`src/hw/rtl/pidaw_pkg.sv`:
```
// shared types, widths and register codes of the pid controller
package pidaw_pkg;

  localparam int unsigned DataW   = 16;
  localparam int unsigned RawW    = 17;
  localparam int unsigned ErrW    = 18;
  localparam int unsigned DiffW   = 19;
  localparam int unsigned SumW    = 32;
  localparam int unsigned NextW   = 33;
  localparam int unsigned ProdW   = 49;
  localparam int unsigned AccW    = 50;
  localparam int unsigned CfgIdxW = 3;

  localparam logic signed [DataW-1:0] OutMinRst = -16'sd127;
  localparam logic signed [DataW-1:0] OutMaxRst = 16'sd127;

  typedef enum logic [CfgIdxW-1:0] {
    REG_GAIN_P     = 3'd0,
    REG_GAIN_I     = 3'd1,
    REG_GAIN_D     = 3'd2,
    REG_INPUT_SPAN = 3'd3,
    REG_OUT_MIN    = 3'd4,
    REG_OUT_MAX    = 3'd5,
    REG_TOLERANCE  = 3'd6,
    REG_RUN_ENABLE = 3'd7
  } cfg_idx_e;

  typedef struct packed {
    logic signed [DataW-1:0] gain_p;
    logic signed [DataW-1:0] gain_i;
    logic signed [DataW-1:0] gain_d;
    logic        [DataW-1:0] input_span;
    logic signed [DataW-1:0] out_min;
    logic signed [DataW-1:0] out_max;
    logic        [DataW-1:0] tolerance;
    logic                    run_enable;
  } cfg_t;

endpackage

```
`src/hw/rtl/pidaw_if.sv`:
```
// handshake channels of the pid controller: samples, results, register writes
interface pidaw_sample_if;
  logic               valid;
  logic               ready;
  logic signed [15:0] measurement;
  logic signed [15:0] target;

  modport source (output valid, output measurement, output target, input ready);
  modport sink   (input valid, input measurement, input target, output ready);
endinterface

interface pidaw_result_if;
  logic               valid;
  logic               ready;
  logic signed [15:0] drive;
  logic               on_target;

  modport source (output valid, output drive, output on_target, input ready);
  modport sink   (input valid, input drive, input on_target, output ready);
endinterface

interface pidaw_cfg_if;
  logic                        valid;
  logic                        ready;
  pidaw_pkg::cfg_idx_e         index;
  logic [15:0]                 data;

  modport source (output valid, output index, output data, input ready);
  modport sink   (input valid, input index, input data, output ready);
endinterface

```
`src/hw/rtl/pid_controller_wrap_antiwindup.sv`:
```
// pid controller with error wrapping and integral anti-windup, one shared multiplier
//
//   channel   dir  modport  payload                      handshake
//   sample_i  in   sink     measurement, target          valid/ready
//   result_o  out  source   drive, on_target             valid/ready
//   cfg_i     in   sink     index (3 bit), data (16 bit) valid/ready, always ready
//
// an enabled sample steps through err, intm, intc, dm, im, acc and clp, as the four
// products go one after another through the single 16x33 multiplier; a disabled
// sample goes from err straight to clp. a new sample is taken only in idle, also
// while the last result still waits in the output register; the sequencer holds
// in its final step while that register is full and not taken. reset clears the
// integral, the last error and the output valid, and sets the registers to defaults.
module pid_controller_wrap_antiwindup (
  input  logic         clk_i,
  input  logic         rst_ni,
  pidaw_sample_if.sink sample_i,
  pidaw_result_if.source result_o,
  pidaw_cfg_if.sink    cfg_i
);
  import pidaw_pkg::*;

  typedef enum logic [7:0] {
    ST_IDLE = 8'b0000_0001,
    ST_ERR  = 8'b0000_0010,
    ST_INTM = 8'b0000_0100,
    ST_INTC = 8'b0000_1000,
    ST_DM   = 8'b0001_0000,
    ST_IM   = 8'b0010_0000,
    ST_ACC  = 8'b0100_0000,
    ST_CLP  = 8'b1000_0000
  } state_e;

  cfg_t cfg;

  pidaw_regs u_regs (
    .clk_i  (clk_i),
    .rst_ni (rst_ni),
    .cfg_i  (cfg_i),
    .cfg_o  (cfg)
  );

  state_e state_q, state_d;

  logic signed [RawW-1:0]  raw_q;
  logic signed [ErrW-1:0]  err_q;
  logic signed [ErrW-1:0]  last_q;
  logic signed [SumW-1:0]  sum_q;
  logic signed [NextW-1:0] next_q;
  logic signed [ProdW-1:0] prod_q;
  logic signed [AccW-1:0]  acc_q;
  logic                    on_tgt_q;
  logic                    out_valid_q;
  logic signed [DataW-1:0] drive_q;
  logic                    out_on_tgt_q;

  logic                    in_beat;
  logic                    out_load;
  logic signed [RawW-1:0]  raw_d;
  logic        [RawW-1:0]  mag;
  logic                    wrap;
  logic signed [ErrW-1:0]  raw_x;
  logic signed [ErrW-1:0]  span_x;
  logic signed [ErrW-1:0]  err_wrap;
  logic signed [NextW-1:0] next_d;
  logic signed [DiffW-1:0] diff;
  logic signed [DataW-1:0] mul_a;
  logic signed [NextW-1:0] mul_b;
  logic signed [ProdW-1:0] mul_p;
  logic signed [ProdW-1:0] lo_p, hi_p;
  logic signed [AccW-1:0]  lo_a, hi_a;
  logic                    in_range;
  logic signed [SumW-1:0]  next_sat;
  logic signed [DataW-1:0] clamp;

  assign in_beat  = sample_i.valid && sample_i.ready;
  assign sample_i.ready = (state_q == ST_IDLE);
  assign out_load = (state_q == ST_CLP) && (!out_valid_q || result_o.ready);

  assign result_o.valid     = out_valid_q;
  assign result_o.drive     = drive_q;
  assign result_o.on_target = out_on_tgt_q;

  // error and wrapping
  assign raw_d    = {sample_i.target[DataW-1], sample_i.target}
                  - {sample_i.measurement[DataW-1], sample_i.measurement};
  assign mag      = raw_q[RawW-1] ? RawW'(-raw_q) : RawW'(raw_q);
  assign wrap     = mag > {2'b00, cfg.input_span[DataW-1:1]};
  assign raw_x    = {raw_q[RawW-1], raw_q};
  assign span_x   = {2'b00, cfg.input_span};
  assign err_wrap = !wrap ? raw_x : (raw_q[RawW-1] ? raw_x + span_x : raw_x - span_x);
  assign next_d   = {sum_q[SumW-1], sum_q} + {{(NextW-ErrW){err_wrap[ErrW-1]}}, err_wrap};
  assign diff     = {err_q[ErrW-1], err_q} - {last_q[ErrW-1], last_q};

  // shared multiplier operand select
  always_comb begin
    mul_a = cfg.gain_i;
    mul_b = next_q;
    unique case (state_q)
      ST_INTC: begin
        mul_a = cfg.gain_p;
        mul_b = {{(NextW-ErrW){err_q[ErrW-1]}}, err_q};
      end
      ST_DM: begin
        mul_a = cfg.gain_d;
        mul_b = {{(NextW-DiffW){diff[DiffW-1]}}, diff};
      end
      ST_IM: begin
        mul_a = cfg.gain_i;
        mul_b = {sum_q[SumW-1], sum_q};
      end
      default: begin
        mul_a = cfg.gain_i;
        mul_b = next_q;
      end
    endcase
  end

  assign mul_p = mul_a * mul_b;

  // anti-windup window and saturation
  assign lo_p     = {{(ProdW-DataW){cfg.out_min[DataW-1]}}, cfg.out_min};
  assign hi_p     = {{(ProdW-DataW){cfg.out_max[DataW-1]}}, cfg.out_max};
  assign in_range = (prod_q < hi_p) && (prod_q > lo_p);

  always_comb begin
    next_sat = next_q[SumW-1:0];
    if (!next_q[NextW-1] && next_q[SumW-1]) begin
      next_sat = {1'b0, {(SumW-1){1'b1}}};
    end else if (next_q[NextW-1] && !next_q[SumW-1]) begin
      next_sat = {1'b1, {(SumW-1){1'b0}}};
    end
  end

  // output clamp, upper bound tested first
  assign lo_a = {{(AccW-DataW){cfg.out_min[DataW-1]}}, cfg.out_min};
  assign hi_a = {{(AccW-DataW){cfg.out_max[DataW-1]}}, cfg.out_max};

  always_comb begin
    clamp = acc_q[DataW-1:0];
    if (acc_q > hi_a) begin
      clamp = cfg.out_max;
    end else if (acc_q < lo_a) begin
      clamp = cfg.out_min;
    end
  end

  always_comb begin
    state_d = state_q;
    unique case (state_q)
      ST_IDLE: if (in_beat) state_d = ST_ERR;
      ST_ERR:  state_d = cfg.run_enable ? ST_INTM : ST_CLP;
      ST_INTM: state_d = ST_INTC;
      ST_INTC: state_d = ST_DM;
      ST_DM:   state_d = ST_IM;
      ST_IM:   state_d = ST_ACC;
      ST_ACC:  state_d = ST_CLP;
      ST_CLP:  if (out_load) state_d = ST_IDLE;
      default: state_d = ST_IDLE;
    endcase
  end

  always_ff @(posedge clk_i or negedge rst_ni) begin
    if (!rst_ni) begin
      state_q     <= ST_IDLE;
      out_valid_q <= 1'b0;
      sum_q       <= '0;
      last_q      <= '0;
    end else begin
      state_q <= state_d;
      if (out_load) begin
        out_valid_q <= 1'b1;
      end else if (result_o.ready) begin
        out_valid_q <= 1'b0;
      end
      if (state_q == ST_INTC && in_range) begin
        sum_q <= next_sat;
      end
      if (state_q == ST_DM) begin
        last_q <= err_q;
      end
    end
  end

  always_ff @(posedge clk_i) begin
    if (in_beat) begin
      raw_q <= raw_d;
    end
    if (state_q == ST_ERR) begin
      err_q    <= err_wrap;
      next_q   <= next_d;
      on_tgt_q <= (mag <= {1'b0, cfg.tolerance});
    end
    prod_q <= mul_p;
    unique case (state_q)
      ST_INTC: acc_q <= '0;
      ST_DM,
      ST_IM,
      ST_ACC:  acc_q <= acc_q + {prod_q[ProdW-1], prod_q};
      default: acc_q <= acc_q;
    endcase
    if (out_load) begin
      drive_q      <= cfg.run_enable ? clamp : '0;
      out_on_tgt_q <= on_tgt_q;
    end
  end

  // a result only ever comes out of the final step
  assert property (@(posedge clk_i) disable iff (!rst_ni)
    $rose(out_valid_q) |-> $past(state_q == ST_CLP))
    else $error("result raised outside the final step");

  // disabled samples leave the integral and the last error alone
  assert property (@(posedge clk_i) disable iff (!rst_ni)
    (state_q == ST_ERR && !cfg.run_enable) |=> ($stable(sum_q) && $stable(last_q)))
    else $error("state changed on a disabled sample");

  // a disabled sample yields zero drive
  assert property (@(posedge clk_i) disable iff (!rst_ni)
    (out_load && !cfg.run_enable) |=> (drive_q == '0))
    else $error("nonzero drive while disabled");

  // an enabled drive lies in the range when the range is ordered
  assert property (@(posedge clk_i) disable iff (!rst_ni)
    (out_load && cfg.run_enable && (cfg.out_min <= cfg.out_max))
      |=> ((drive_q >= $past(cfg.out_min)) && (drive_q <= $past(cfg.out_max))))
    else $error("drive outside the output range");

endmodule

```
`src/hw/rtl/pidaw_regs.sv`:
```
// configuration register file of the pid controller
module pidaw_regs (
  input  logic            clk_i,
  input  logic            rst_ni,
  pidaw_cfg_if.sink       cfg_i,
  output pidaw_pkg::cfg_t cfg_o
);
  import pidaw_pkg::*;

  cfg_t cfg_q, cfg_d;

  assign cfg_i.ready = 1'b1;
  assign cfg_o       = cfg_q;

  always_comb begin
    cfg_d = cfg_q;
    if (cfg_i.valid) begin
      unique case (cfg_i.index)
        REG_GAIN_P:     cfg_d.gain_p     = cfg_i.data;
        REG_GAIN_I:     cfg_d.gain_i     = cfg_i.data;
        REG_GAIN_D:     cfg_d.gain_d     = cfg_i.data;
        REG_INPUT_SPAN: cfg_d.input_span = cfg_i.data;
        REG_OUT_MIN:    cfg_d.out_min    = cfg_i.data;
        REG_OUT_MAX:    cfg_d.out_max    = cfg_i.data;
        REG_TOLERANCE:  cfg_d.tolerance  = cfg_i.data;
        REG_RUN_ENABLE: cfg_d.run_enable = cfg_i.data[0];
        default:        cfg_d            = cfg_q;
      endcase
    end
  end

  always_ff @(posedge clk_i or negedge rst_ni) begin
    if (!rst_ni) begin
      // gains and span zero, default drive range, tolerance zero, disabled
      cfg_q <= {{(4*DataW){1'b0}}, OutMinRst, OutMaxRst, {DataW{1'b0}}, 1'b0};
    end else begin
      cfg_q <= cfg_d;
    end
  end

endmodule

```
`src/flat_wrapper.sv`:
```
// flat-port wrapper written by rule: the top's interface ports become plain ports
module pid_controller_wrap_antiwindup_flat import pidaw_pkg::*;
  (clk_i, rst_ni, sample_i_valid, sample_i_measurement, sample_i_target, sample_i_ready, result_o_valid, result_o_drive, result_o_on_target, result_o_ready, cfg_i_valid, cfg_i_index, cfg_i_data, cfg_i_ready);
  pidaw_sample_if sample_i_i ();
  pidaw_result_if result_o_i ();
  pidaw_cfg_if cfg_i_i ();
  input  logic clk_i;
  input  logic rst_ni;
  input wire logic [$bits(sample_i_i.valid)-1:0] sample_i_valid;
  input wire logic [$bits(sample_i_i.measurement)-1:0] sample_i_measurement;
  input wire logic [$bits(sample_i_i.target)-1:0] sample_i_target;
  output wire logic [$bits(sample_i_i.ready)-1:0] sample_i_ready;
  output wire logic [$bits(result_o_i.valid)-1:0] result_o_valid;
  output wire logic [$bits(result_o_i.drive)-1:0] result_o_drive;
  output wire logic [$bits(result_o_i.on_target)-1:0] result_o_on_target;
  input wire logic [$bits(result_o_i.ready)-1:0] result_o_ready;
  input wire logic [$bits(cfg_i_i.valid)-1:0] cfg_i_valid;
  input wire logic [$bits(cfg_i_i.index)-1:0] cfg_i_index;
  input wire logic [$bits(cfg_i_i.data)-1:0] cfg_i_data;
  output wire logic [$bits(cfg_i_i.ready)-1:0] cfg_i_ready;
  assign sample_i_i.valid = sample_i_valid;
  assign sample_i_i.measurement = sample_i_measurement;
  assign sample_i_i.target = sample_i_target;
  assign sample_i_ready = sample_i_i.ready;
  assign result_o_valid = result_o_i.valid;
  assign result_o_drive = result_o_i.drive;
  assign result_o_on_target = result_o_i.on_target;
  assign result_o_i.ready = result_o_ready;
  assign cfg_i_i.valid = cfg_i_valid;
  assign cfg_i_i.index = cfg_i_index;
  assign cfg_i_i.data = cfg_i_data;
  assign cfg_i_ready = cfg_i_i.ready;
  pid_controller_wrap_antiwindup u_core (.clk_i(clk_i), .rst_ni(rst_ni), .sample_i(sample_i_i), .result_o(result_o_i), .cfg_i(cfg_i_i));
endmodule
```
`config.mk`:
```
export PLATFORM = sky130hd
export DESIGN_NAME = pid_controller_wrap_antiwindup_flat
export DESIGN_NICKNAME = d
export VERILOG_FILES = /design/src/hw/rtl/pidaw_pkg.sv /design/src/hw/rtl/pidaw_if.sv /design/src/hw/rtl/pid_controller_wrap_antiwindup.sv /design/src/hw/rtl/pidaw_regs.sv /design/src/flat_wrapper.sv
export SDC_FILE = /design/constraint.sdc
export NUM_CORES = 2
export LEC_CHECK = 0
export BUFFER_PORTS_ARGS = -buffer_cell sky130_fd_sc_hd__buf_2
export CAP_MARGIN = 40
export CORE_MARGIN = 8
export CORE_UTILIZATION = 57
export DETAILED_ROUTE_END_ITERATION = 10
export PLACE_DENSITY = 0.84
export SETUP_SLACK_MARGIN = 0.2
export SLEW_MARGIN = 20
export SYNTH_ARGS = -nofsm -noshare
export SYNTH_HDL_FRONTEND = slang
export SYNTH_SLANG_ARGS = --single-unit
```
`constraint.sdc`:
```
create_clock -name clk_i -period 9.87 [get_ports clk_i]
set_input_delay 1.4805 -clock clk_i [delete_from_list [all_inputs] [get_ports clk_i]]
set_output_delay 1.4805 -clock clk_i [all_outputs]
set_load 0.01 [all_outputs]
```
-- Word level (Yosys, flattened, before mapping)
Index checks and enable logic that the tools add are counted.
- register bits after elaboration: 357
- output and inout port bits: 20
- input bits: 56
- logic and storage cells: 90
- reductions and logical operators: 23
- multiply operators: 1
- muxes and demuxes: 16
- equality and inequality tests: 17
- add/subtract/negate cells: 7
- order comparisons: 6
- operator list (cell ; count):
    case mux 50 bit (2 select lines) ; 1
    case mux 33 bit (3 select lines) ; 1
    two-way mux 32 bit ; 2
    case mux 8 bit (8 select lines) ; 1
    adder 50 bit ; 1
    > comparator 50 x 16 -> 1 bit ; 1
    < comparator 50 x 16 -> 1 bit ; 1
    > comparator 49 x 16 -> 1 bit ; 1
    < comparator 49 x 16 -> 1 bit ; 1
    multiplier 16 x 33 -> 49 bit ; 1
    two-way mux 18 bit ; 2
    adder 32 x 18 -> 33 bit ; 1
    two-way mux 16 bit ; 2
    case mux 16 bit (2 select lines) ; 1
    two-way mux 8 bit ; 3
    subtractor 18 x 18 -> 19 bit ; 1
    adder 17 x 17 -> 18 bit ; 1
    AND reduction 2 bit ; 9
    subtractor 17 x 17 -> 18 bit ; 1
    > comparator 17 x 15 -> 1 bit ; 1
    <= comparator 17 x 16 -> 1 bit ; 1
    two-way mux 17 bit ; 1
    negation 17 bit ; 1
    subtractor 16 x 16 -> 17 bit ; 1
    other kinds (20) ; 33

-- Longest topological paths before layout
- word-level depth: 5
- depth in mapped cells: 38
- gate-level depth less buffers: 36

-- Modules after synthesis
Synthesis repeated with hierarchy kept, for this count alone.
- cell total of the unflattened synthesis: 4957
- area total of the unflattened synthesis: 45258.4 sq um
- by module, submodules not included (module ; seq. area each (sq um) ; times used ; cells each ; area an instance (sq um)):
    pid_controller_wrap_antiwindup ; 6542.5 ; 1 ; 4707 ; 40869.2
    pidaw_regs ; 2849.0 ; 1 ; 250 ; 4389.2

-- Worst setup path after synthesis
OpenSTA, ideal clock, no wires.
- path type: register -> register
- start point: register u_core.err_q[0]
- end point: register u_core.prod_q[46]
- slack: 1.088 ns
- cell stages (with the launch flop): 37
- data required time: 9.775 ns
- path buffers: 3
- arrival time: 8.686 ns
- period minus slack after synthesis: 8.782 ns
- setup time: 0.095 ns
- cell sequence: edfxtp_1 -> inv_1 -> ha_1 -> inv_1 -> fa_1 -> a21o_1 -> a21oi_1 -> o21ai_1 -> and4_1 -> nor4_1 -> nor2_1 -> a41oi_1 -> a21oi_1 -> buf_2 -> a21o_1 -> clkbuf_1 -> nor2_1 -> fa_1 -> fa_1 -> fa_1 -> fa_1 -> fa_1 -> inv_1 -> fa_1 -> inv_1 -> ha_1 -> clkbuf_1 -> a21o_1 -> a21o_1 -> a21o_1 -> a21o_1 -> a221o_1 -> a21oi_1 -> o21bai_1 -> a41o_1 -> a21o_1 -> a221oi_1
- cells in the longest elaborated chain, start to end: 3
- RTL lines (what ; line ; RTL):
    from (decl) ; pid_controller_wrap_antiwindup.sv:46 ; logic signed [ErrW-1:0] err_q;
    from (signal assigned) ; pid_controller_wrap_antiwindup.sv:190 ; err_q <= err_wrap;
    subtractor 18 x 18 -> 19 bit ; pid_controller_wrap_antiwindup.sv:93 ; assign diff = {err_q[ErrW-1], err_q} - {last_q[ErrW-1], last_q};
    case mux 33 bit (3 select lines) (*) ; pid_controller_wrap_antiwindup.sv:99 ; unique case (state_q)
    multiplier 16 x 33 -> 49 bit (*) ; pid_controller_wrap_antiwindup.sv:119 ; assign mul_p = mul_a * mul_b;
    named net u_core.mul_p[46] ; pid_controller_wrap_antiwindup.sv:69 ; logic signed [ProdW-1:0] mul_p;
    to (signal assigned) ; pid_controller_wrap_antiwindup.sv:194 ; prod_q <= mul_p;
    to (decl) ; pid_controller_wrap_antiwindup.sv:50 ; logic signed [ProdW-1:0] prod_q;
The timed path passes the listed nets; every way through them passes the cells marked *.
A chain may end at the register's enable or synchronous reset.

-- Worst setup path after layout
- start point: register u_core.err_q[0]
- end point: register u_core.prod_q[48]
The elaborated chain is that of the path after synthesis.

==> impl_metrics.csv <==
group,metric,value,unit
hold_path,hold_path_depth,0,
die,placementRows,101,
layout,design.final.nets,5779,
clock_network,cts_tree,"yes",
clock_network,count_of_clock_tree_sinks,357,
layout,antennaDiodeCount,0,
timing,maxSlewViolCount,0,
synth,netlist_top_cells_area,"sky130_fd_sc_hd__fa_1, sky130_fd_sc_hd__ha_1, sky130_fd_sc_hd__edfxtp_1",
timing,time_the_final_worst_path_needs_with_i_o_delays_and_setup,9180,ps
drt,drcViolationCount,0,
place,portBuffers,74,
synth,yosys_most_used_dff,"sky130_fd_sc_hd__dfrtp_1",
drt,drt_pass1_iterations,8,
drt,vias_per_cell,6.08,
grt,pin_count_of_the_biggest_net_entering_global_routing,71,
critical_path,timing.critical_path.required,10320,ps
timing,slew_headroom,0.388,
timing,setup_slack,692,ps
synth,synthDistinctLibCells,92,
grt,grt_antenna_before_repair,0,
die,floorplan.die_area,85900,um2
place,gpl.final_weighted_congestion,0.988,
place,dp_worst_setup_slack,374,ps
clock_network,ctsRootBufferMaster,"sky130_fd_sc_hd__clkbuf_16",
critical_path,crit_path_max_incr_delay,580,ps
die,fp.dieW,293,um
die,top_level_ports,76,
layout,register_area,9390,um2
timing,whs,416,ps
timing,setup_viol,0,
critical_path,arrival_time_reported_for_the_critical_path_endpoint,9630,ps
run_status,outcome,"completed",
synth,ys_seq_area_frac,0.215,
clock_network,cts_buffers,42,
drt,total_vias_in_the_final_route,35305,
critical_path,regToRegEndpoint,"u_core.prod_q[48]",
timing,timing_worst_slew_pin_value,913,ps
layout,post_route_cells_drive_above_1_share,0.0925,
layout,layout.filler_cells,5875,
timing,layout_worst_path_cycle_share,0.930,
critical_path,cp-start-kind,"flop",
timing,layout_skew,27.9,ps
die,initial_utilization,0.576,
timing,finalSetupTns,0,ps
synth,synth_cells,4677,
hold_path,min_delay_worst_endpoint,"u_core.result_o.on_target",
die,core,75900,um2
critical_path,worst_path_maximum_fanout,18,
drt,wire_per_inst,20.6,um
grt,grt_pass1_vias,36130,
synth,asyncSetResetFlopFracSynth,0.482,
critical_path,critPathKind,"flop to flop",
clock_network,clock_buffer_depth,3,
hold_path,holdCritPathClass,"flop to flop",
grt,all_layer_global_routing_usage,0.271,
clock_network,cts.htree.levels,2,
synth,synth.top_cell.area_share,0.231,
clock_network,cts.clk_slew.worst_paths,60,ps
layout,post-route-util,0.623,
hold_path,hold_path_startpoint,"u_core.on_tgt_q",
layout,area_growth_synth_to_finish,8.01,%
critical_path,timing.rr.start,"u_core.err_q[0]",
die,die_y,293,um
layout,multi_input_area,31500,um2
critical_path,reg2reg_depth,33,
timing,hold_violations,0,
synth,synth-warning-count,0,
drt,route.antenna.remaining_nets,0,
place,hpwlAfterDp,93600,um
run,maxCapViolations,0,
timing,timing.fmax,109,MHz
synth,cell_type_contributing_the_most_total_cell_area_after_synthesis,"sky130_fd_sc_hd__fa_1",
drt,drt_wl_total,120000,um
critical_path,timing.reg2reg.setup_slack,690,ps
critical_path,worst_setup_path_end_kind,"flop",
grt,grt_overflow_total,0,
timing,grt_setup_unrepaired,"no",
drt,drt-initial-drc-count,3392,
clock_network,postCtsHoldBufs,0,
critical_path,crit_slowest_cell,"sky130_fd_sc_hd__fa_1",
clock_network,clock_latency_reported_for_the_late_side_of_the_worst_skew_pair,620,ps
synth,count_of_flip_flops_with_a_built_in_enable_after_synthesis,136,
synth,synth_area,43800,um2
synth,syn_area_per_cell,9.36,um2
grt,global_route_wire_length_before_repair,188000,um
synth,post_synth_net_total,5714,
critical_path,cp_common_cell,"sky130_fd_sc_hd__fa_1",
synth,ys_ff_latch,357,
## through the flow
step                      area, um2  instances
after global routing          47300       5806
after floorplan               43800       4677
after detailed placement      45600       5717
after CTS                     47000       5795
after global placement        45400       5707
final                         47300       5806
## timing repair
action / 4_1_cts / 5_1_grt
setup buffers: 0 / 4
endpoints found under the setup margin: 0 / 13
gates resized for setup: 0 / 13
## area by class of cell
type,count,share of cell area
timing repair buffer,162,0.0245
sequential,357,0.199
clock buffer,55,0.0252
inverter,661,0.0525
tap,1030,0.0273
multi-input combinational,3518,0.666
clock inverter,23,0.00593
## cell usage in the layout (no fill, tap or decap), types with 15 or more instances in the layout
| master | n |
|---|---|
| sky130_fd_sc_hd__nand2_1 | 468 |
| sky130_fd_sc_hd__nor3_1 | 39 |
| sky130_fd_sc_hd__a21oi_1 | 217 |
| sky130_fd_sc_hd__or3_1 | 15 |
| sky130_fd_sc_hd__clkbuf_16 | 44 |
| sky130_fd_sc_hd__mux2_4 | 30 |
| sky130_fd_sc_hd__a21o_1 | 173 |
| sky130_fd_sc_hd__o21bai_1 | 21 |
| sky130_fd_sc_hd__buf_2 | 73 |
| sky130_fd_sc_hd__a221o_1 | 18 |
| sky130_fd_sc_hd__o21a_1 | 45 |
| sky130_fd_sc_hd__dfstp_2 | 18 |
| sky130_fd_sc_hd__and2_1 | 43 |
| sky130_fd_sc_hd__mux2_2 | 103 |
| sky130_fd_sc_hd__nand2b_1 | 40 |
| sky130_fd_sc_hd__fa_1 | 504 |
| sky130_fd_sc_hd__dfxtp_1 | 49 |
| sky130_fd_sc_hd__ha_1 | 476 |
| sky130_fd_sc_hd__edfxtp_1 | 136 |
| sky130_fd_sc_hd__nand3_1 | 43 |
| sky130_fd_sc_hd__o211ai_1 | 28 |
| sky130_fd_sc_hd__a211oi_1 | 20 |
| sky130_fd_sc_hd__xor2_1 | 49 |
| sky130_fd_sc_hd__buf_4 | 73 |
| sky130_fd_sc_hd__nor2b_1 | 42 |
| sky130_fd_sc_hd__xnor2_1 | 116 |
| sky130_fd_sc_hd__o41ai_1 | 22 |
| sky130_fd_sc_hd__o21ai_0 | 140 |
| sky130_fd_sc_hd__a31oi_1 | 23 |
| sky130_fd_sc_hd__o21ai_1 | 58 |
| sky130_fd_sc_hd__dfrtp_1 | 154 |
| sky130_fd_sc_hd__and3_1 | 21 |
| sky130_fd_sc_hd__inv_1 | 657 |
| sky130_fd_sc_hd__mux2i_1 | 22 |
| sky130_fd_sc_hd__nor2_1 | 460 |
| sky130_fd_sc_hd__nand4_1 | 60 |
## worst max path at each step
stage | startpoint | end | depth (start not counted)
after floorplan | u_core.err_q[0] | u_core.prod_q[46] | 36
final | u_core.err_q[0] | u_core.prod_q[48] | 33
after global routing | u_core.err_q[0] | u_core.prod_q[46] | 36
after CTS | u_core.err_q[0] | u_core.prod_q[46] | 35
after global placement | u_core.err_q[0] | u_core.prod_q[46] | 35
after detailed placement | u_core.err_q[0] | u_core.prod_q[46] | 35
## Yosys cell counts, drive strengths merged (44+ instances only)
cell type  number
dfxtp          49
nand2         468
clkbuf        110
xnor2         116
nand4          60
a21oi         234
inv           661
dfrtp         154
mux2          138
nor2          461
xor2           49
ha            476
o21a           45
a21o          174
edfxtp        136
and2           44
o21ai         198
fa            505
## metal layers
metal  GRT usage  up-vias  wire, um
met4       0.120        0      5980
met5           0        -         0
met1       0.350    17220     47600
li1            -    15917         -
met3      0.0613      410     11500
met2       0.435     1758     54600
## registers in the layout, indices dropped and copies added, names as in the netlist
name,count
u_core.state_q,8
u_core.result_o.on_target,1
u_core.acc_q,50
u_core.result_o.valid,1
u_core.sum_q,32
u_core.raw_q,17
u_core.next_q,33
u_core.on_tgt_q,1
u_core.err_q,18
u_core.u_regs.cfg_o,113
u_core.last_q,18
u_core.prod_q,49
u_core.result_o.drive,16
## critical path: cells and delay by family (launching register included)
family,cells,cell delay [ps]
buffers and inverters,6,640
AO/OA/AOI/OAI,12,2810
adder cells (fa/ha/maj),9,4150
AND/OR/NAND/NOR,6,1010
flip-flops,1,380
## cell families (layout without fill, tap and decap cells)
| logic type | count (synthesis) | in the layout | share of synthesized area |
|---|---|---|---|
| AND/OR/NAND/NOR | 1293 | 1293 | 0.131 |
| adder cells (fa/ha/maj) | 981 | 981 | 0.367 |
| AO/OA/AOI/OAI | 918 | 918 | 0.141 |
| buffers and inverters | 802 | 901 | 0.0700 |
| flip-flops | 357 | 357 | 0.215 |
| XOR/XNOR | 165 | 165 | 0.0330 |
| multiplexers | 160 | 160 | 0.0431 |
| other | 1 | 1 | 0.0000857 |
Power is not shown: default switching activity piles up to over one toggle a cycle in this logic, so the estimate is an artifact.
